## config.mk

```make
export PLATFORM = sky130hd
export DESIGN_NAME = syslog_rfc5424_header_tagger_unit
export DESIGN_NICKNAME = d
export VERILOG_FILES = /design/src/design/sltg_pkg.sv /design/src/design/sltg_parse.sv /design/src/design/sltg_outq.sv /design/src/design/syslog_rfc5424_header_tagger_unit.sv
export SDC_FILE = /design/constraint.sdc
export NUM_CORES = 1
export LEC_CHECK = 0
export ABC_AREA = 1
export BUFFER_PORTS_ARGS = -buffer_cell sky130_fd_sc_hd__buf_2
export CAP_MARGIN = 10
export CORE_ASPECT_RATIO = 0.7
export CORE_MARGIN = 1
export CORE_UTILIZATION = 56
export CTS_CLUSTER_DIAMETER = 150
export DETAILED_ROUTE_END_ITERATION = 6
export PLACE_DENSITY_LB_ADDON = 0.08
export RECOVER_POWER = 25
export SETUP_SLACK_MARGIN = 0.02
export SYNTH_ARGS = -nofsm -noshare
export SYNTH_HDL_FRONTEND = slang
export SYNTH_SLANG_ARGS = --single-unit
```

## constraint.sdc

```tcl
create_clock -name clk -period 6.6 [get_ports clk]
set_input_delay 0.66 -clock clk [delete_from_list [all_inputs] [get_ports clk]]
set_output_delay 0.66 -clock clk [all_outputs]
set_load 0.005 [all_outputs]
```

## src/design/sltg_pkg.sv

```systemverilog
// shared types and constants of the syslog header tagger
`timescale 1ns / 1ps
package sltg_pkg;

	localparam int MAX_RES = 3;
	localparam int Q_DEPTH = 4;

	localparam logic [3:0] TAG_VERSION  = 4'd0;
	localparam logic [3:0] TAG_TIME     = 4'd1;
	localparam logic [3:0] TAG_HOST     = 4'd2;
	localparam logic [3:0] TAG_APP      = 4'd3;
	localparam logic [3:0] TAG_PROCID   = 4'd4;
	localparam logic [3:0] TAG_MSGID    = 4'd5;
	localparam logic [3:0] TAG_SDATA    = 4'd6;
	localparam logic [3:0] TAG_CONTENT  = 4'd7;
	localparam logic [3:0] TAG_MARKER   = 4'd8;
	localparam logic [3:0] TAG_UNPARSED = 4'd9;

	localparam logic [1:0] ST_OK        = 2'd0;
	localparam logic [1:0] ST_NOT_5424  = 2'd1;
	localparam logic [1:0] ST_MALFORMED = 2'd2;

	localparam logic [7:0] CH_BOM0   = 8'hEF;
	localparam logic [7:0] CH_BOM1   = 8'hBB;
	localparam logic [7:0] CH_BOM2   = 8'hBF;
	localparam logic [7:0] CH_T      = 8'h54;
	localparam logic [7:0] CH_DASH   = 8'h2D;
	localparam logic [7:0] CH_OPEN   = 8'h5B;
	localparam logic [7:0] CH_CLOSE  = 8'h5D;
	localparam logic [7:0] CH_QUOTE  = 8'h22;
	localparam logic [7:0] CH_BSLASH = 8'h5C;
	localparam logic [7:0] CH_SPACE  = 8'h20;
	localparam logic [7:0] CH_ZERO   = 8'h30;
	localparam logic [7:0] CH_NINE   = 8'h39;

	typedef enum logic [13:0] {
		PH_VERSION    = 14'h0001,
		PH_TIME       = 14'h0002,
		PH_HOST       = 14'h0004,
		PH_APP        = 14'h0008,
		PH_PROC       = 14'h0010,
		PH_MSGID      = 14'h0020,
		PH_SD_START   = 14'h0040,
		PH_SD_DASH    = 14'h0080,
		PH_SD_BODY    = 14'h0100,
		PH_CONT_START = 14'h0200,
		PH_BOM1       = 14'h0400,
		PH_BOM2       = 14'h0800,
		PH_CONTENT    = 14'h1000,
		PH_UNPARSED   = 14'h2000
	} phase_t;

	typedef struct packed {
		logic [7:0] data;
		logic [3:0] tag;
		logic       last;
		logic [1:0] status;
		logic       host_nil;
		logic       app_nil;
	} res_t;

	typedef struct packed {
		res_t [MAX_RES-1:0] item;
		logic [1:0]         cnt;
	} res_bundle_t;

	function automatic res_t mk_res(input logic [7:0] b, input logic [3:0] t);
		res_t r;
		r = '0;
		r.data = b;
		r.tag = t;
		return r;
	endfunction

endpackage

```

## src/design/sltg_parse.sv

```systemverilog
// header parser: phase state and the tagged beats produced by one line byte
`timescale 1ns / 1ps
module sltg_parse (
	input  logic                  clk,
	input  logic                  arst_n,
	input  logic                  step,
	input  logic [7:0]            cur_byte,
	input  logic                  cur_end,
	output sltg_pkg::res_bundle_t res
);
	import sltg_pkg::*;

	phase_t     ph_q, ph_d;
	logic       quote_q, quote_d;
	logic       esc_q, esc_d;
	logic       acb_q, acb_d;
	logic       saw_t_q, saw_t_d;
	logic [1:0] flen_q, flen_d;
	logic       dash_q, dash_d;
	logic [1:0] status_q, status_d;
	logic       hnil_q, hnil_d;
	logic       anil_q, anil_d;

	logic [1:0] len_inc;
	logic       dash_inc;
	logic       is_digit;
	logic       field_nil;
	logic [3:0] hdr_tag;

	assign len_inc   = (flen_q == 2'd2) ? 2'd2 : flen_q + 2'd1;
	assign dash_inc  = dash_q | ((flen_q == 2'd0) && (cur_byte == CH_DASH));
	assign is_digit  = (cur_byte >= CH_ZERO) && (cur_byte <= CH_NINE);
	assign field_nil = (flen_q == 2'd1) && dash_q;

	always_comb begin
		case (ph_q)
			PH_HOST: hdr_tag = TAG_HOST;
			PH_APP:  hdr_tag = TAG_APP;
			PH_PROC: hdr_tag = TAG_PROCID;
			default: hdr_tag = TAG_MSGID;
		endcase
	end

	// held bytes are implied by the phase: a dash in PH_SD_DASH, EF (BB) in the bom phases
	always_comb begin
		logic [1:0] k;
		logic [1:0] st;
		k = 2'd0;
		st = ST_OK;
		res = '0;
		ph_d = ph_q;
		quote_d = quote_q;
		esc_d = esc_q;
		acb_d = acb_q;
		saw_t_d = saw_t_q;
		flen_d = flen_q;
		dash_d = dash_q;
		status_d = status_q;
		hnil_d = hnil_q;
		anil_d = anil_q;

		case (ph_q)
			PH_VERSION: begin
				if (is_digit) begin
					res.item[k] = mk_res(cur_byte, TAG_VERSION); k = k + 2'd1;
					flen_d = len_inc; dash_d = dash_inc;
				end else if (cur_byte == CH_SPACE && flen_q != 2'd0) begin
					res.item[k] = mk_res(cur_byte, TAG_MARKER); k = k + 2'd1;
					ph_d = PH_TIME; flen_d = 2'd0; dash_d = 1'b0;
				end else begin
					res.item[k] = mk_res(cur_byte, TAG_UNPARSED); k = k + 2'd1;
					status_d = ST_NOT_5424; ph_d = PH_UNPARSED;
				end
			end
			PH_TIME: begin
				if (cur_byte == CH_SPACE) begin
					if (field_nil || saw_t_q) begin
						res.item[k] = mk_res(cur_byte, TAG_MARKER); k = k + 2'd1;
						ph_d = PH_HOST; flen_d = 2'd0; dash_d = 1'b0;
					end else begin
						res.item[k] = mk_res(cur_byte, TAG_UNPARSED); k = k + 2'd1;
						status_d = ST_NOT_5424; ph_d = PH_UNPARSED;
					end
				end else begin
					res.item[k] = mk_res(cur_byte, TAG_TIME); k = k + 2'd1;
					flen_d = len_inc; dash_d = dash_inc;
					if (cur_byte == CH_T) saw_t_d = 1'b1;
				end
			end
			PH_HOST, PH_APP, PH_PROC, PH_MSGID: begin
				if (cur_byte == CH_SPACE) begin
					if (ph_q == PH_HOST) hnil_d = field_nil;
					if (ph_q == PH_APP) anil_d = field_nil;
					res.item[k] = mk_res(cur_byte, TAG_MARKER); k = k + 2'd1;
					flen_d = 2'd0; dash_d = 1'b0;
					case (ph_q)
						PH_HOST: ph_d = PH_APP;
						PH_APP:  ph_d = PH_PROC;
						PH_PROC: ph_d = PH_MSGID;
						default: ph_d = PH_SD_START;
					endcase
				end else begin
					res.item[k] = mk_res(cur_byte, hdr_tag); k = k + 2'd1;
					flen_d = len_inc; dash_d = dash_inc;
				end
			end
			PH_SD_START: begin
				if (cur_byte == CH_DASH) begin
					if (cur_end) begin
						res.item[k] = mk_res(cur_byte, TAG_SDATA); k = k + 2'd1;
						status_d = ST_MALFORMED; ph_d = PH_UNPARSED;
					end else begin
						ph_d = PH_SD_DASH;
					end
				end else if (cur_byte == CH_OPEN) begin
					res.item[k] = mk_res(cur_byte, TAG_SDATA); k = k + 2'd1;
					quote_d = 1'b0; esc_d = 1'b0; acb_d = 1'b0;
					ph_d = PH_SD_BODY;
				end else if (cur_byte == CH_BOM0) begin
					ph_d = PH_BOM1;
				end else begin
					res.item[k] = mk_res(cur_byte, TAG_CONTENT); k = k + 2'd1;
					ph_d = PH_CONTENT;
				end
			end
			PH_SD_DASH: begin
				if (cur_byte == CH_SPACE) begin
					res.item[k] = mk_res(CH_DASH, TAG_SDATA); k = k + 2'd1;
					res.item[k] = mk_res(cur_byte, TAG_MARKER); k = k + 2'd1;
					ph_d = PH_CONT_START;
				end else begin
					res.item[k] = mk_res(CH_DASH, TAG_CONTENT); k = k + 2'd1;
					res.item[k] = mk_res(cur_byte, TAG_CONTENT); k = k + 2'd1;
					ph_d = PH_CONTENT;
				end
			end
			PH_SD_BODY: begin
				if (acb_q) begin
					acb_d = 1'b0;
					if (cur_byte == CH_OPEN) begin
						res.item[k] = mk_res(cur_byte, TAG_SDATA); k = k + 2'd1;
					end else if (cur_byte == CH_SPACE) begin
						res.item[k] = mk_res(cur_byte, TAG_MARKER); k = k + 2'd1;
						ph_d = PH_CONT_START;
					end else begin
						res.item[k] = mk_res(cur_byte, TAG_UNPARSED); k = k + 2'd1;
						status_d = ST_MALFORMED; ph_d = PH_UNPARSED;
					end
				end else begin
					res.item[k] = mk_res(cur_byte, TAG_SDATA); k = k + 2'd1;
					if (esc_q) esc_d = 1'b0;
					else if (cur_byte == CH_BSLASH && quote_q) esc_d = 1'b1;
					else if (cur_byte == CH_QUOTE) quote_d = ~quote_q;
					else if (cur_byte == CH_CLOSE && !quote_q) acb_d = 1'b1;
				end
			end
			PH_CONT_START: begin
				if (cur_byte == CH_BOM0) begin
					ph_d = PH_BOM1;
				end else begin
					res.item[k] = mk_res(cur_byte, TAG_CONTENT); k = k + 2'd1;
					ph_d = PH_CONTENT;
				end
			end
			PH_BOM1: begin
				if (cur_byte == CH_BOM1) begin
					ph_d = PH_BOM2;
				end else begin
					res.item[k] = mk_res(CH_BOM0, TAG_CONTENT); k = k + 2'd1;
					res.item[k] = mk_res(cur_byte, TAG_CONTENT); k = k + 2'd1;
					ph_d = PH_CONTENT;
				end
			end
			PH_BOM2: begin
				if (cur_byte == CH_BOM2) begin
					res.item[k] = mk_res(CH_BOM0, TAG_MARKER); k = k + 2'd1;
					res.item[k] = mk_res(CH_BOM1, TAG_MARKER); k = k + 2'd1;
					res.item[k] = mk_res(cur_byte, TAG_MARKER); k = k + 2'd1;
				end else begin
					res.item[k] = mk_res(CH_BOM0, TAG_CONTENT); k = k + 2'd1;
					res.item[k] = mk_res(CH_BOM1, TAG_CONTENT); k = k + 2'd1;
					res.item[k] = mk_res(cur_byte, TAG_CONTENT); k = k + 2'd1;
				end
				ph_d = PH_CONTENT;
			end
			PH_CONTENT: begin
				res.item[k] = mk_res(cur_byte, TAG_CONTENT); k = k + 2'd1;
			end
			default: begin
				res.item[k] = mk_res(cur_byte, TAG_UNPARSED); k = k + 2'd1;
			end
		endcase

		if (cur_end) begin
			// release a partial bom as content
			case (ph_d)
				PH_BOM1: begin
					res.item[k] = mk_res(CH_BOM0, TAG_CONTENT); k = k + 2'd1;
				end
				PH_BOM2: begin
					res.item[k] = mk_res(CH_BOM0, TAG_CONTENT); k = k + 2'd1;
					res.item[k] = mk_res(CH_BOM1, TAG_CONTENT); k = k + 2'd1;
				end
				default: ;
			endcase
			case (ph_d)
				PH_VERSION, PH_TIME:                        st = ST_NOT_5424;
				PH_HOST, PH_APP, PH_PROC, PH_MSGID, PH_SD_BODY: st = ST_MALFORMED;
				PH_UNPARSED:                                st = status_d;
				default:                                    st = ST_OK;
			endcase
			res.item[k - 2'd1].last = 1'b1;
			res.item[k - 2'd1].status = st;
			res.item[k - 2'd1].host_nil = hnil_d;
			res.item[k - 2'd1].app_nil = anil_d;
			ph_d = PH_VERSION;
			quote_d = 1'b0; esc_d = 1'b0; acb_d = 1'b0; saw_t_d = 1'b0;
			flen_d = 2'd0; dash_d = 1'b0;
			status_d = ST_OK; hnil_d = 1'b0; anil_d = 1'b0;
		end
		res.cnt = k;
	end

	always_ff @(posedge clk or negedge arst_n) begin
		if (!arst_n) begin
			ph_q <= PH_VERSION;
			quote_q <= 1'b0;
			esc_q <= 1'b0;
			acb_q <= 1'b0;
			saw_t_q <= 1'b0;
			flen_q <= 2'd0;
			dash_q <= 1'b0;
			status_q <= ST_OK;
			hnil_q <= 1'b0;
			anil_q <= 1'b0;
		end else if (step) begin
			ph_q <= ph_d;
			quote_q <= quote_d;
			esc_q <= esc_d;
			acb_q <= acb_d;
			saw_t_q <= saw_t_d;
			flen_q <= flen_d;
			dash_q <= dash_d;
			status_q <= status_d;
			hnil_q <= hnil_d;
			anil_q <= anil_d;
		end
	end

endmodule

```

## src/design/sltg_outq.sv

```systemverilog
// result queue: takes up to three tagged beats a cycle, gives one a cycle while ready is high
`timescale 1ns / 1ps
module sltg_outq (
	input  logic                  clk,
	input  logic                  arst_n,
	input  logic                  push,
	input  sltg_pkg::res_bundle_t bun,
	output logic                  room,
	output logic                  valid,
	input  logic                  ready,
	output sltg_pkg::res_t        head
);
	import sltg_pkg::*;

	localparam int PW = $clog2(Q_DEPTH);
	localparam int CW = $clog2(Q_DEPTH + 1);

	res_t            mem_q [Q_DEPTH];
	logic [PW-1:0]   wr_ptr_q, rd_ptr_q;
	logic [CW-1:0]   count_q;
	logic            pop;
	logic [CW-1:0]   n_push;

	assign valid  = (count_q != '0);
	assign head   = mem_q[rd_ptr_q];
	assign pop    = valid && ready;
	assign n_push = push ? CW'(bun.cnt) : '0;
	// room for the largest burst one byte can produce, not counting this cycle's pop
	assign room   = (count_q <= CW'(Q_DEPTH - MAX_RES));

	always_ff @(posedge clk) begin
		if (push) begin
			for (int i = 0; i < MAX_RES; i++) begin
				if (i < int'(bun.cnt)) mem_q[wr_ptr_q + PW'(i)] <= bun.item[i];
			end
		end
	end

	always_ff @(posedge clk or negedge arst_n) begin
		if (!arst_n) begin
			wr_ptr_q <= '0;
			rd_ptr_q <= '0;
			count_q <= '0;
		end else begin
			wr_ptr_q <= wr_ptr_q + PW'(n_push);
			if (pop) rd_ptr_q <= rd_ptr_q + PW'(1);
			count_q <= count_q + n_push - (pop ? CW'(1) : CW'(0));
		end
	end

endmodule

```

## src/design/syslog_rfc5424_header_tagger_unit.sv

```systemverilog
// top level of the syslog header tagger
`timescale 1ns / 1ps
// Tags each byte of a syslog line (the part after <PRIO>) with its header field.
// Line channel: line_valid/line_ready carry one byte per beat, line_end on the
// final byte of the line. Tag channel: tag_valid/tag_ready carry one tagged byte
// per beat, in original order, out_last on the line's final beat, where
// parse_status, host_is_nil and app_is_nil hold the verdict for the line.
// A line byte is captured in an input register, then the parser writes
// its zero to three tagged beats into a four-entry result queue, which
// drives the tag port. A dash before structured data and bom bytes are
// held back until the next byte decides them.
// Throughput is one byte per cycle while each byte gives at most one beat
// and tag_ready stays high; the tag port drains one beat per cycle, so bytes
// that release held beats hold up the line port. The queue accepts a byte
// only with room for three beats.
// Reset clears the parser to the version field and empties the queue.
// When the receiver stalls the queue fills and line_ready drops; nothing is lost.
module syslog_rfc5424_header_tagger_unit (
	input  logic       clk,
	input  logic       arst_n,
	input  logic       line_valid,
	output logic       line_ready,
	input  logic [7:0] line_byte,
	input  logic       line_end,
	output logic       tag_valid,
	input  logic       tag_ready,
	output logic [7:0] out_byte,
	output logic [3:0] field_tag,
	output logic       out_last,
	output logic [1:0] parse_status,
	output logic       host_is_nil,
	output logic       app_is_nil
);
	import sltg_pkg::*;

	logic        valid_s1;
	logic [7:0]  byte_s1;
	logic        end_s1;
	logic        room;
	logic        advance;
	res_bundle_t bun;
	res_t        head;

	assign advance    = valid_s1 && room;
	assign line_ready = !valid_s1 || room;

	always_ff @(posedge clk or negedge arst_n) begin
		if (!arst_n) begin
			valid_s1 <= 1'b0;
		end else if (line_valid && line_ready) begin
			valid_s1 <= 1'b1;
		end else if (advance) begin
			valid_s1 <= 1'b0;
		end
	end

	always_ff @(posedge clk) begin
		if (line_valid && line_ready) begin
			byte_s1 <= line_byte;
			end_s1 <= line_end;
		end
	end

	sltg_parse u_parse (
		.clk      (clk),
		.arst_n   (arst_n),
		.step     (advance),
		.cur_byte (byte_s1),
		.cur_end  (end_s1),
		.res      (bun)
	);

	sltg_outq u_outq (
		.clk    (clk),
		.arst_n (arst_n),
		.push   (advance),
		.bun    (bun),
		.room   (room),
		.valid  (tag_valid),
		.ready  (tag_ready),
		.head   (head)
	);

	assign out_byte     = head.data;
	assign field_tag    = head.tag;
	assign out_last     = head.last;
	assign parse_status = head.status;
	assign host_is_nil  = head.host_nil;
	assign app_is_nil   = head.app_nil;

endmodule

```

==> impl_results.md, run 1 <==
- H-tree Lvls: 3
- Commonest cells in the netlist: 219 x nand2_1, 120 x nor2_1, 117 x inv_1
- CTS tree: done
- I/O pin cnt: 32
- DP HPWL: ~18 mm
- CTS resizes: 0
- Simple-gate area share of the yosys netlist: a little under a third
- Crit path kind: flop to flop
- Comb pwr share: 46.4%
- DRT Wirelength: around 24 mm
- CTS Buf Count: 9
- Main flop type after synthesis: edfxtp_1
- Post-route clock period utilization: roughly 72%
- Top cell by count, worst path: nor2_8
- CP top delay family: simple AND/OR/NAND/NOR gates
- Avg Cell Area, Syn: between 7 and 8 µm²
- Placer congestion estimate: between 1 and 1.5
- Crit end category: flop
- CP Buf/Inv Count: 4
- Reg clk slew, reported paths: 0.08 ns
- Pint: 1610 µW
- Drt drc: 0
- Relative slew margins: -24.3%
- Initial antenna violation count: 0
- Register area share after synthesis: roughly 40%
- Crit-path cells: nor2_2 -> nand2_1 -> nor2_8 -> nand2_2 -> nand3_1 -> nor2_1 -> nor3_1 -> inv_1 -> ha_1 -> inv_1 -> o21ai_2 -> a21oi_4 -> nor2_8 -> inv_4 -> nor2_8 -> inv_2 -> nand3_1
- Count of cell types in the netlist: 52
- Slew @ Worst Pin: between 1.5 and 2 ns
- CORE AREA: approximately 13000 µm²
- Async SR Flop Fraction: between 30% and 40%
- Setup WS pre-CTS: between 1.5 and 2 ns
- Synth area leaders: edfxtp_1 30%, nand2_1 11%, dfrtp_1 10%, o21ai_0 6.8%, nor2_1 5.8%
- Area grow syn2layout: 6.48%
- Die area: between 10000 and 15000 µm²
- Worst path max stage delay: between 0.7 and 0.8 ns
- Post-Synthesis Net Count: ~1100
- Clock Power Share: 18.8%
- Clk sink count: 110
- Area share of xor/xnor cells in the synthesized design: less than 1%
- Worst EP arrival: 4.58 ns
- Fin nets: between 1000 and 1500
- Post-CTS Hold Buffers: 0
- Peak VDD IR: between 0.0001 and 0.00015 V
- RSZ-0062 raised after global routing: false
- Post CTS Setup Buffer Count: 0
- Required time of the critical path: roughly 6.4 ns
- Final setup vio count: 0
- Hold Path Class: primary input to flop
- Power Density: between 300 and 400 nW/µm²
- Most common cell in the netlist: nand2_1
- Switching share of power: approximately 45%
- Fin. Hold Viols: 0
- Initial DRT Pass Iterations: 5
- Syn Inst Count: approximately 1000
- Synthesized flop and latch total: 110
- Post-DR wirelength/cell: between 15 and 20 µm
- F_max: ~210 MHz
- Clock buffer depth: 2
- # Max-Cap Violations: 2
- Diodes inserted: 0
- Compound-Gate Fraction of Synth Area: around 17%
- Failing checks: capacitance limit, slew limit
- Final Worst Setup Slack: 1.83 ns
- First-pass GRT wire length: ~37 mm
- Post-route ant nets: 0
- FP Rows: 35
- Mux cell area share after synthesis: less than 1%
- Initial core utilization: between 50% and 60%
- Outcome: finished, violations left
- Post-synth top area share: 29.7%
- Worst-path fanout max: 17
- Gr ovfl total: 0
- Clk_skew: 0.00886 ns
- Yosys top cell by area: edfxtp_1
- Switching pwr: roughly 1300 µW
- DR vias/cell: about 5.9
- Number of DRC markers in iteration 0: between 1000 and 1500
- Clk root buf: clkbuf_16
- Leak: about 0.0039 µW
- Max Slew Vio Count: 71
- Slowest-stage cell, CP: nand3_1
- Via Count: about 7300
- Min Clock Period, post-route: about 4.8 ns
- Synth Area in Adders: between 2 and 2.5%
- Port bufs: 31
- Number of global-route vias before repair: between 6000 and 7000
- Netlist Area Pre-Place: roughly 7800 µm²
- Main combinational cell family by area after synthesis: simple AND/OR/NAND/NOR gates
- Syn. warnings: 0
- Number of synthesized flops with an enable pin: 77
- Final TNS setup: 0 ns
- Skew-Pair Late Insertion Delay: about 0.36 ns
- Global Route Usage Sum: about 34%
- Layout cell share with drive strength beyond 1: 12.7%
- Largest net degree at the start of global routing: 37
- Die Wd: around 140 µm
- Sequential Power Share: around a third
- Die H: ~100 µm
- Worst Setup Start Kind: flop
## per-stage QoR
step | instance area, µm² | util [%] | power [µW] | instances | hold WS, ns
after floorplan | 7780 | - | 1930 | 1034 | 0.364
after global placement | 8020 | 60.0 | 2360 | 1224 | 0.457
after detailed placement | 8020 | 60.0 | 2360 | 1224 | 0.465
after CTS | 8310 | 62.2 | 2900 | 1240 | 0.393
after global routing | 8280 | 62.0 | 3120 | 1241 | 0.468
final | 8280 | 62.0 | 2920 | 1241 | 0.471
## cells by family (layout without fill, tap and decap cells)
group / after synthesis / after routing
AND/OR/NAND/NOR: 503 / 503
AO/OA/AOI/OAI: 236 / 236
buffers and inverters: 166 / 188
flip-flops: 110 / 110
adder cells (fa/ha/maj): 13 / 13
XOR/XNOR: 5 / 5
multiplexers: 1 / 1
## layer usage
layer	up-vias	track usage [%]	wire length, µm
li1	3515	-	-
met1	3396	54.5	11400
met2	405	45.2	9020
met3	31	9.50	2850
met4	0	7.61	311
met5	-	0	0
## worst paths after layout
kind                       slack [ns]                        start  cells after the start                        endpoint
max                              1.83  u_parse.ph_q[2]$_DFFE_PN0P_                     17    u_outq.mem_q[0][5]$_DFFE_PP_
min in group asynchronous        0.80                       arst_n                      1   u_parse.flen_q[0]$_DFFE_PN0P_
min                              0.47                 line_byte[3]                      1            byte_s1[3]$_DFFE_PP_
max reg2reg                      1.83  u_parse.ph_q[2]$_DFFE_PN0P_                     17    u_outq.mem_q[0][5]$_DFFE_PP_
max in group asynchronous        4.72                       arst_n                      1  u_outq.rd_ptr_q[0]$_DFFE_PN0P_
min reg2reg                      0.48  u_outq.count_q[2]$_DFF_PN0_                      1     u_outq.count_q[2]$_DFF_PN0_
## worst reg2reg max path, cell delays in order (launching register included)
cell and delay, ns:
dfrtp_1 0.45, nor2_2 0.18, nand2_1 0.27, nor2_8 0.29, nand2_2 0.23, nand3_1 0.18, nor2_1 0.08, nor3_1 0.40
inv_1 0.16, ha_1 0.31, inv_1 0.09, o21ai_2 0.09, a21oi_4 0.26, nor2_8 0.07, inv_4 0.13, nor2_8 0.07
inv_2 0.19, nand3_1 0.77
## flip-flops by register name, summed over array words and instances, names as in the netlist
name and cells:
u_parse.saw_t_q 1, u_parse.quote_q 1, byte_s1 8, valid_s1 1, u_outq.mem_q 68, u_parse.flen_q 2, u_parse.status_q 2, u_outq.rd_ptr_q 2
u_parse.hnil_q 1, u_outq.count_q 3, u_parse.esc_q 1, u_parse.anil_q 1, u_parse.ph_q 14, end_s1 1, u_outq.wr_ptr_q 2, u_parse.acb_q 1
u_parse.dash_q 1
## area by class of cell
cell class / instances / area, µm²
Fill cell: 1256 / 5070
Inverter: 138 / 527
Clock inverter: 7 / 67.6
Tap cell: 185 / 231
Multi-Input combinational cell: 758 / 3930
Timing Repair Buffer: 34 / 166
Clock buffer: 9 / 225
Sequential cell: 110 / 3140
## cells in the final DEF, fill, tap and decap left out, drive strengths merged
cell type  netlist  layout
a21boi           1       1
a21oi           66      66
a22oi            1       1
a31oi            1       1
buf             14      29
clkbuf          14      14
clkinv           3       8
dfrtp           32      32
dfstp            1       1
edfxtp          77      77
fa               1       1
ha              12      12
inv            135     137
mux2i            1       1
nand2          245     245
nand3           70      70
nand3b           2       2
nand4           14      14
nor2           147     147
nor3            21      21
nor4             1       1
nor4b            2       2
o2111ai          1       1
o211ai           5       5
o21a             1       1
o21ai          122     122
o22ai           32      32
o311ai           1       1
o31ai            4       4
o32ai            1       1
or3              1       1
xnor2            1       1
xor2             4       4
## power by group through the flow
stage          Sequential [µW]  Clock [µW]  Combinational, µW
5_1_grt                   1030         574               1510
3_3_place_gp              1030           0               1330
2_1_floorplan              984           0                947
6_report                  1020         548               1350
4_1_cts                   1010         551               1340
3_5_place_dp              1030           0               1330
(Power assumes the default switching activity.)
==> inputs of run 2 (changes only) <==
--- a/config.mk
+++ b/config.mk
@@ -5,7 +5,7 @@
 export SDC_FILE = /design/constraint.sdc
 export NUM_CORES = 1
 export LEC_CHECK = 0
-export ABC_AREA = 1
+export ABC_AREA = 0
 export BUFFER_PORTS_ARGS = -buffer_cell sky130_fd_sc_hd__buf_2
 export CAP_MARGIN = 10
 export CORE_ASPECT_RATIO = 0.7
==> constraint.sdc (replaced) <==
create_clock -name clk -period 4.9 [get_ports clk]
set_input_delay 0.49 -clock clk [delete_from_list [all_inputs] [get_ports clk]]
set_output_delay 0.49 -clock clk [all_outputs]
set_load 0.005 [all_outputs]
==> impl_results.md, run 2 <==
- Post-DP Area: 7660 µm² (-4.4%)
- Global Route Usage Sum: 34.3% (-0.091 points)
- Setup WS pre-CTS: 0.423 ns (-1.52 ns)
- Commonest non-fill, non-tap cell in the layout: nand2_1
- H-tree Lvls: 3 (unchanged)
- DR vias/cell: 6.72 (+13%)
- Largest net degree at the start of global routing: 34 (-8.1%)
- Avg Cell Area, Syn: 9.21 µm² (+22%)
- Worst Setup Start Kind: flop
- Die H: 97.5 µm (-3.1%)
- Initial DRT Pass Iterations: 7 (+2)
- Largest regs: u_outq.mem_q: 68 flops, u_parse.ph_q: 14 flops, byte_s1: 8 flops
- R2r endpoint: u_outq.mem_q[2][13]$_DFFE_PP_
- DRT Wirelength: 22.2 mm (-6.0%)
- Number of DRC markers in iteration 0: 652 (-39%)
- Count of cell types in the netlist: 73 (+40%)
- Syn Inst Count: 792 (-23%)
- Placer congestion estimate: 0.973 (-3.8%)
- FP Rows: 34 (-2.9%)
- Commonest cells in the netlist: 110 x nand2_1, 85 x nor2_1, 77 x edfxtp_1
- Post-Synthesis Net Count: 818 (-23%)
- Clk sink count: 110 (unchanged)
- Min-delay src: line_byte[2]
- Worst EP arrival: 4.57 ns (about the same)
- Fin. Hold Viols: 0 (unchanged)
- F_max: 223 MHz (+6.1%)
- Final setup vio count: 0 (unchanged)
- CTS Buf Count: 9 (unchanged)
- FF-to-FF path depth: 16 (-1)
- Register area share after synthesis: 43.0% (+2.7 points)
- Inst Count DP: 964 (-21%)
- Die area: 13500 µm² (-6.1%)
- Diodes inserted: 0 (unchanged)
- Required time of the critical path: 4.98 ns (-1.43 ns)
- Crit path kind: flop to flop
- Reg2reg setup slack: 0.41 ns (-1.42 ns)
- Clk root buf: clkbuf_16
- Number of global-route vias before repair: 6065 (-7.1%)
- Outcome: finished, violations left
- Gr ovfl total: 0 (unchanged)
- Max reg flops: 68 (unchanged)
- Port bufs: 31 (unchanged)
- Clk_skew: 0.0101 ns (+0.00127 ns)
- Slew @ Worst Pin: 1.97 ns (+0.110 ns)
- I/O pin cnt: 32 (unchanged)
- Peak VDD IR: 0.000383 V (+160%)
- CTS tree: done
- Post-DR wirelength/cell: 22.6 µm (+19%)
- Fin cells: 980 (-21%)
- Initial core utilization: 58.1% (-0.12 points)
- Main flop type after synthesis: edfxtp_1
- # Max-Cap Violations: 1 (-1)
- Drt drc: 6 (+6)
- RSZ-0062 raised after global routing: false
- DP HPWL: 16.5 mm (-10%)
- Most common cell in the netlist: nand2_1
- Reg-to-Reg Start: byte_s1[4]$_DFFE_PP_
- Die Wd: 138 µm (-3.1%)
- Area grow syn2layout: 9.31%
- Post-route clock period utilization: 91.6% (+19 points)
- Synthesized flop and latch total: 110 (unchanged)
- Hold Path Class: primary input to flop
- Commonest non-fill, non-tap cells in the layout: 110 x nand2_1, 85 x nor2_1, 77 x edfxtp_1
- Worst-path fanout max: 11 (-6)
- Max Slew Vio Count: 34 (-52%)
- Syn. warnings: 0 (unchanged)
- Post-route ant nets: 0 (unchanged)
- Hold Crit Endpoint: byte_s1[2]$_DFFE_PP_
- Post-synth top area share: 31.7% (+2.0 points)
- Failing checks: DRC, capacitance limit, slew limit
- Filler instances: 1031 (-18%)
- Top reg by flops: u_outq.mem_q
- Power Density: 453 nW/µm² (+29%)
- Netlist Area Pre-Place: 7290 µm² (-6.2%)
- Layout cell share with drive strength beyond 1: 14.5% (+1.9 points)
- Final Worst Setup Slack: 0.409 ns (-1.42 ns)
- Skew-Pair Late Insertion Delay: 0.35 ns (about the same)
- Crit end category: flop
- Leak: 0.00303 µW (-22%)
- Number of synthesized flops with an enable pin: 77 (unchanged)
- CORE AREA: 12500 µm² (-6.0%)
- Yosys top cell by area: edfxtp_1
- Reg clk slew, reported paths: 0.08 ns (about the same)
- Post CTS Setup Buffer Count: 0 (unchanged)
- Via Count: 6584 (-10%)
- First-pass GRT wire length: 35.0 mm (-4.3%)
- Layout Cell Area excl Fill: 7970 µm² (-3.7%)
- Initial antenna violation count: 0 (unchanged)
- Final TNS setup: 0 ns (unchanged)
- Clock buffer depth: 2 (unchanged)
- Synth area leaders: edfxtp_1 32%, dfrtp_1 11%, nand2_1 5.7%, mux4_2 5.2%, o21ai_0 5.1%
- Relative slew margins: -31.6% (-7.3 points)
- Min Clock Period, post-route: 4.49 ns (-0.275 ns)
- Cells on Worst Hold Path: 1 (unchanged)
- Async SR Flop Fraction: 30.0% (unchanged)
- Fin nets: 839 (-22%)
-- run 2: cell count changes after synthesis, moves of 13 or more --
cell      change
o21ai_0      -32
nand2_2      -18
o21ai_1      -14
nand2_1     -109
clkbuf_1     +14
nor2_2       -13
o22ai_1      -26
mux4_2       +17
inv_2        -15
mux2i_1      +16
nor2_1       -35
nand3_1      -35
inv_1        -94
-- run 2: logic make-up (layout without fill, tap and decap cells) --
family,count (synthesis),count (layout),synth area share (%)
AND/OR/NAND/NOR,344,344,24.2
multiplexers,34,34,7.58
flip-flops,110,110,43.0
AO/OA/AOI/OAI,203,203,17.0
XOR/XNOR,12,12,1.44
adder cells (fa/ha/maj),13,13,2.33
buffers and inverters,76,102,4.43
-- run 2: cell type report --
type                    instances  area [µm²]  share of cell area, %
repair buffers                 63         393                   4.93
flip-flops and latches        110        3140                   39.4
clock inverters                 6        75.1                  0.941
multi-input cells             606        3850                   48.3
well taps                     162         203                   2.54
clock buffers                  10         229                   2.87
inverters                      23        86.3                   1.08
-- run 2: metrics by stage --
step	util [%]	hold slack [ns]	power, µW
after detailed placement	61.1	0.474	2840
final	63.5	0.307	3610
after CTS	63.5	0.247	3600
after global placement	61.1	0.467	2790
after floorplan	-	0.194	2350
after global routing	63.5	0.298	3810
-- run 2: worst max-delay path by stage --
stage | start | end | slack (ns) | cells after the start
2_1_floorplan | byte_s1[4]$_DFFE_PP_ | u_outq.mem_q[2][0]$_DFFE_PP_ | 0.37 | 15
3_3_place_gp | byte_s1[4]$_DFFE_PP_ | u_outq.mem_q[2][15]$_DFFE_PP_ | 0.58 | 16
3_5_place_dp | byte_s1[4]$_DFFE_PP_ | u_outq.count_q[2]$_DFF_PN0_ | 0.42 | 15
4_1_cts | byte_s1[4]$_DFFE_PP_ | u_outq.count_q[2]$_DFF_PN0_ | 0.37 | 15
5_1_grt | byte_s1[4]$_DFFE_PP_ | u_outq.mem_q[2][15]$_DFFE_PP_ | 0.16 | 16
6_report | byte_s1[4]$_DFFE_PP_ | u_outq.mem_q[2][13]$_DFFE_PP_ | 0.41 | 16
-- run 2: critical path: stages (launching register included) --
cell and delay (ns):
edfxtp_1 0.54, or4b_4 0.59, or3_4 0.36, o21ai_0 0.15
nand2_1 0.10, a21oi_2 0.27, inv_1 0.14, ha_1 0.34
o211a_1 0.17, o21a_1 0.13, o21a_1 0.25, inv_1 0.15
buf_4 0.20, nor3b_4 0.46, nand2_1 0.11, o21ai_0 0.10
o21ai_0 0.13
-- run 2: repair_timing --
action / in CTS / in global routing
setup endpoints to repair: 0 / 11
resized for setup: 0 / 2
hold buffers: 0 / 0
-- run 2: per-layer routing --
layer	wire length (µm)	share of wire, %	global-route usage (%)
met5	0	0	0
met4	247	1.1	6.40
met3	2550	11	8.58
met2	9230	42	50.3
met1	10100	46	51.5
-- run 2: power breakdown --
group / internal, µW / switching, µW
sequential: 1280 / 193
clock: 407 / 360
combinational: 563 / 810
==> inputs of run 3 (changes only) <==
--- a/config.mk
+++ b/config.mk
@@ -10,7 +10,7 @@
 export CAP_MARGIN = 10
 export CORE_ASPECT_RATIO = 0.7
 export CORE_MARGIN = 1
-export CORE_UTILIZATION = 56
+export CORE_UTILIZATION = 41
 export CTS_CLUSTER_DIAMETER = 150
 export DETAILED_ROUTE_END_ITERATION = 6
 export PLACE_DENSITY_LB_ADDON = 0.08
==> impl_results.md, run 3 (synthesis results as in run 2) <==
- Die area: 18300 µm² (+36%)
- Max Slew Vio Count: 34 (unchanged)
- FF-to-FF path depth: 16 (unchanged)
- Hold Crit Endpoint: byte_s1[0]$_DFFE_PP_
- Commonest non-fill, non-tap cell in the layout: nand2_1
- Post-DP Area: 7800 µm² (+1.8%)
- Gr ovfl total: 0 (unchanged)
- Die Wd: 161 µm (+17%)
- Clk_skew: 0.0111 ns (+0.000968 ns)
- Number of global-route vias before repair: 6029 (-0.59%)
- Fin. Hold Viols: 0 (unchanged)
- Clk sink count: 110 (unchanged)
- DP HPWL: 17.9 mm (+8.8%)
- CTS Buf Count: 9 (unchanged)
- DR vias/cell: 6.15 (-8.4%)
- Worst Setup Start Kind: flop
- Post-CTS Hold Buffers: 0 (unchanged)
- Layout Cell Area excl Fill: 8070 µm² (+1.3%)
- Drt drc: 0 (-6)
- Area grow syn2layout: 10.7%
- Largest regs: u_outq.mem_q: 68 flops, u_parse.ph_q: 14 flops, byte_s1: 8 flops
- R2r endpoint: u_outq.mem_q[2][15]$_DFFE_PP_
- H-tree Lvls: 3 (unchanged)
- Slowest-stage cell, CP: or4b_4
- Post-DR wirelength/cell: 22.6 µm (+0.13%)
- Relative slew margins: -36.7% (-5.0 points)
- Filler instances: 1667 (+62%)
- Global Route Usage Sum: 27.2% (-7.2 points)
- RSZ-0062 raised after global routing: false
- DRT Wirelength: 23.9 mm (+7.7%)
- Leak: 0.00305 µW (+0.40%)
- # Max-Cap Violations: 1 (unchanged)
- Die H: 114 µm (+17%)
- Placer congestion estimate: 0.959 (-1.4%)
- CTS resizes: 0 (unchanged)
- Clock buffer depth: 2 (unchanged)
- Hold Path Class: primary input to flop
- Post-layout util: 46.8% (-17 points)
- First-pass GRT wire length: 36.9 mm (+5.4%)
- Crit-path cells: or4b_4 -> or3_4 -> o21ai_0 -> nand2_1 -> a21oi_1 -> inv_1 -> ha_1 -> o211a_1 -> o21a_1 -> o21a_1 -> inv_1 -> buf_4 -> nor3b_4 -> mux2i_1 -> nor2_1 -> a21oi_1
- Final setup vio count: 0 (unchanged)
- Fin nets: 844 (+0.60%)
- Routed wire length on met3: 2.19 mm (-14%)
- Peak VDD IR: 0.000383 V (about the same)
- CTS tree: done
- I/O pin cnt: 32 (unchanged)
- Register cell area after layout: 3140 µm² (unchanged)
- Port bufs: 31 (unchanged)
- Diodes inserted: 0 (unchanged)
- Failing checks: capacitance limit, slew limit
- Max Used Layer: met4
- Post-route clock period utilization: 93.6% (+2.0 points)
- Worst path max stage delay: 0.57 ns (-0.02 ns)
- Layout cell share with drive strength beyond 1: 14.7% (+0.15 points)
- Clk root buf: clkbuf_16
- Final TNS setup: 0 ns (unchanged)
- Crit path kind: flop to flop
- Met2 WL: 9.43 mm (+2.2%)
- Reg2reg setup slack: 0.31 ns (-0.10 ns)
- Worst EP arrival: 4.81 ns (+0.24 ns)
- Initial DRT Pass Iterations: 5 (-2)
- Power Density: 442 nW/µm² (-2.3%)
- Crit end category: flop
- Outcome: finished, violations left
- Initial antenna violation count: 1 (+1)
- Largest net degree at the start of global routing: 34 (unchanged)
- Required time of the critical path: 5.12 ns (+0.14 ns)
- Post-route ant nets: 0 (unchanged)
- Worst-path fanout max: 9 (-2)
- Routed met1 length: 12.0 mm (+18%)
- F_max: 218 MHz (-2.1%)
- Area of the multi-input gates: 3840 µm² (-0.23%)
- Initial core utilization: 42.2% (-16 points)
- Max reg flops: 68 (unchanged)
- Slew @ Worst Pin: 2.05 ns (+0.0757 ns)
- Reg clk slew, reported paths: 0.08 ns (about the same)
- Skew-Pair Late Insertion Delay: 0.37 ns (+0.02 ns)
- Number of DRC markers in iteration 0: 723 (+11%)
- Top reg by flops: u_outq.mem_q
- CORE AREA: 17300 µm² (+38%)
- Cells on Worst Hold Path: 1 (unchanged)
- FP Rows: 40 (+18%)
- Via Count: 6484 (-1.5%)
- Min Clock Period, post-route: 4.59 ns (+0.0975 ns)
- Reg-to-Reg Start: byte_s1[7]$_DFFE_PP_
- Post CTS Setup Buffer Count: 0 (unchanged)
- Commonest non-fill, non-tap cells in the layout: 110 x nand2_1, 85 x nor2_1, 77 x edfxtp_1
- Min-delay src: line_byte[0]
run 3: worst max path at each step:
stage,startpoint,to
2_1_floorplan,byte_s1[4]$_DFFE_PP_,u_outq.mem_q[2][0]$_DFFE_PP_
5_1_grt,byte_s1[7]$_DFFE_PP_,u_outq.mem_q[2][15]$_DFFE_PP_
3_3_place_gp,byte_s1[7]$_DFFE_PP_,u_outq.mem_q[2][9]$_DFFE_PP_
6_report,byte_s1[7]$_DFFE_PP_,u_outq.mem_q[2][15]$_DFFE_PP_
4_1_cts,byte_s1[7]$_DFFE_PP_,u_outq.mem_q[2][15]$_DFFE_PP_
3_5_place_dp,byte_s1[7]$_DFFE_PP_,u_outq.mem_q[2][9]$_DFFE_PP_
run 3: power by group:
| part | switching, µW | total (µW) | leakage (µW) | internal [µW] |
|---|---|---|---|---|
| clock | 368 | 717 | 0.000128 | 350 |
| combinational | 818 | 1390 | 0.00177 | 572 |
| sequential | 190 | 1460 | 0.00115 | 1270 |
| total | 1380 | 3570 | 0.00305 | 2200 |
run 3: cell type report:
type / instances / share of cell area, %
clock buffers: 10 / 2.84
well taps: 231 / 3.58
clock inverters: 6 / 0.589
flip-flops and latches: 110 / 38.9
multi-input cells: 606 / 47.6
repair buffers: 68 / 5.49
inverters: 23 / 1.07
run 3: critical path, delay by kind of cell (launching register included):
| kind | cells | cell delay [ns] |
|---|---|---|
| AND/OR/NAND/NOR | 5 | 1.56 |
| multiplexers | 1 | 0.25 |
| adder cells (fa/ha/maj) | 1 | 0.35 |
| flip-flops | 1 | 0.54 |
| AO/OA/AOI/OAI | 6 | 1.25 |
| buffers and inverters | 3 | 0.49 |
run 3: stage by stage:
stage                     instances  hold WS [ns]  power [µW]  setup WS (ns)
after CTS                      1054         0.262        3590          0.376
after global routing           1054         0.282        3790         0.0284
after detailed placement       1038         0.476        2870          0.395
final                          1054         0.291        3570          0.312
after floorplan                 792         0.194        2350          0.369
after global placement         1038         0.467        2850          0.572
run 3: routing by layer:
layer | global-route usage (%) | up-vias
met1 | 42.9 | 3188
met2 | 36.9 | 279
met4 | 5.72 | 0
li1 | - | 2995
met3 | 6.58 | 22
met5 | 0 | -
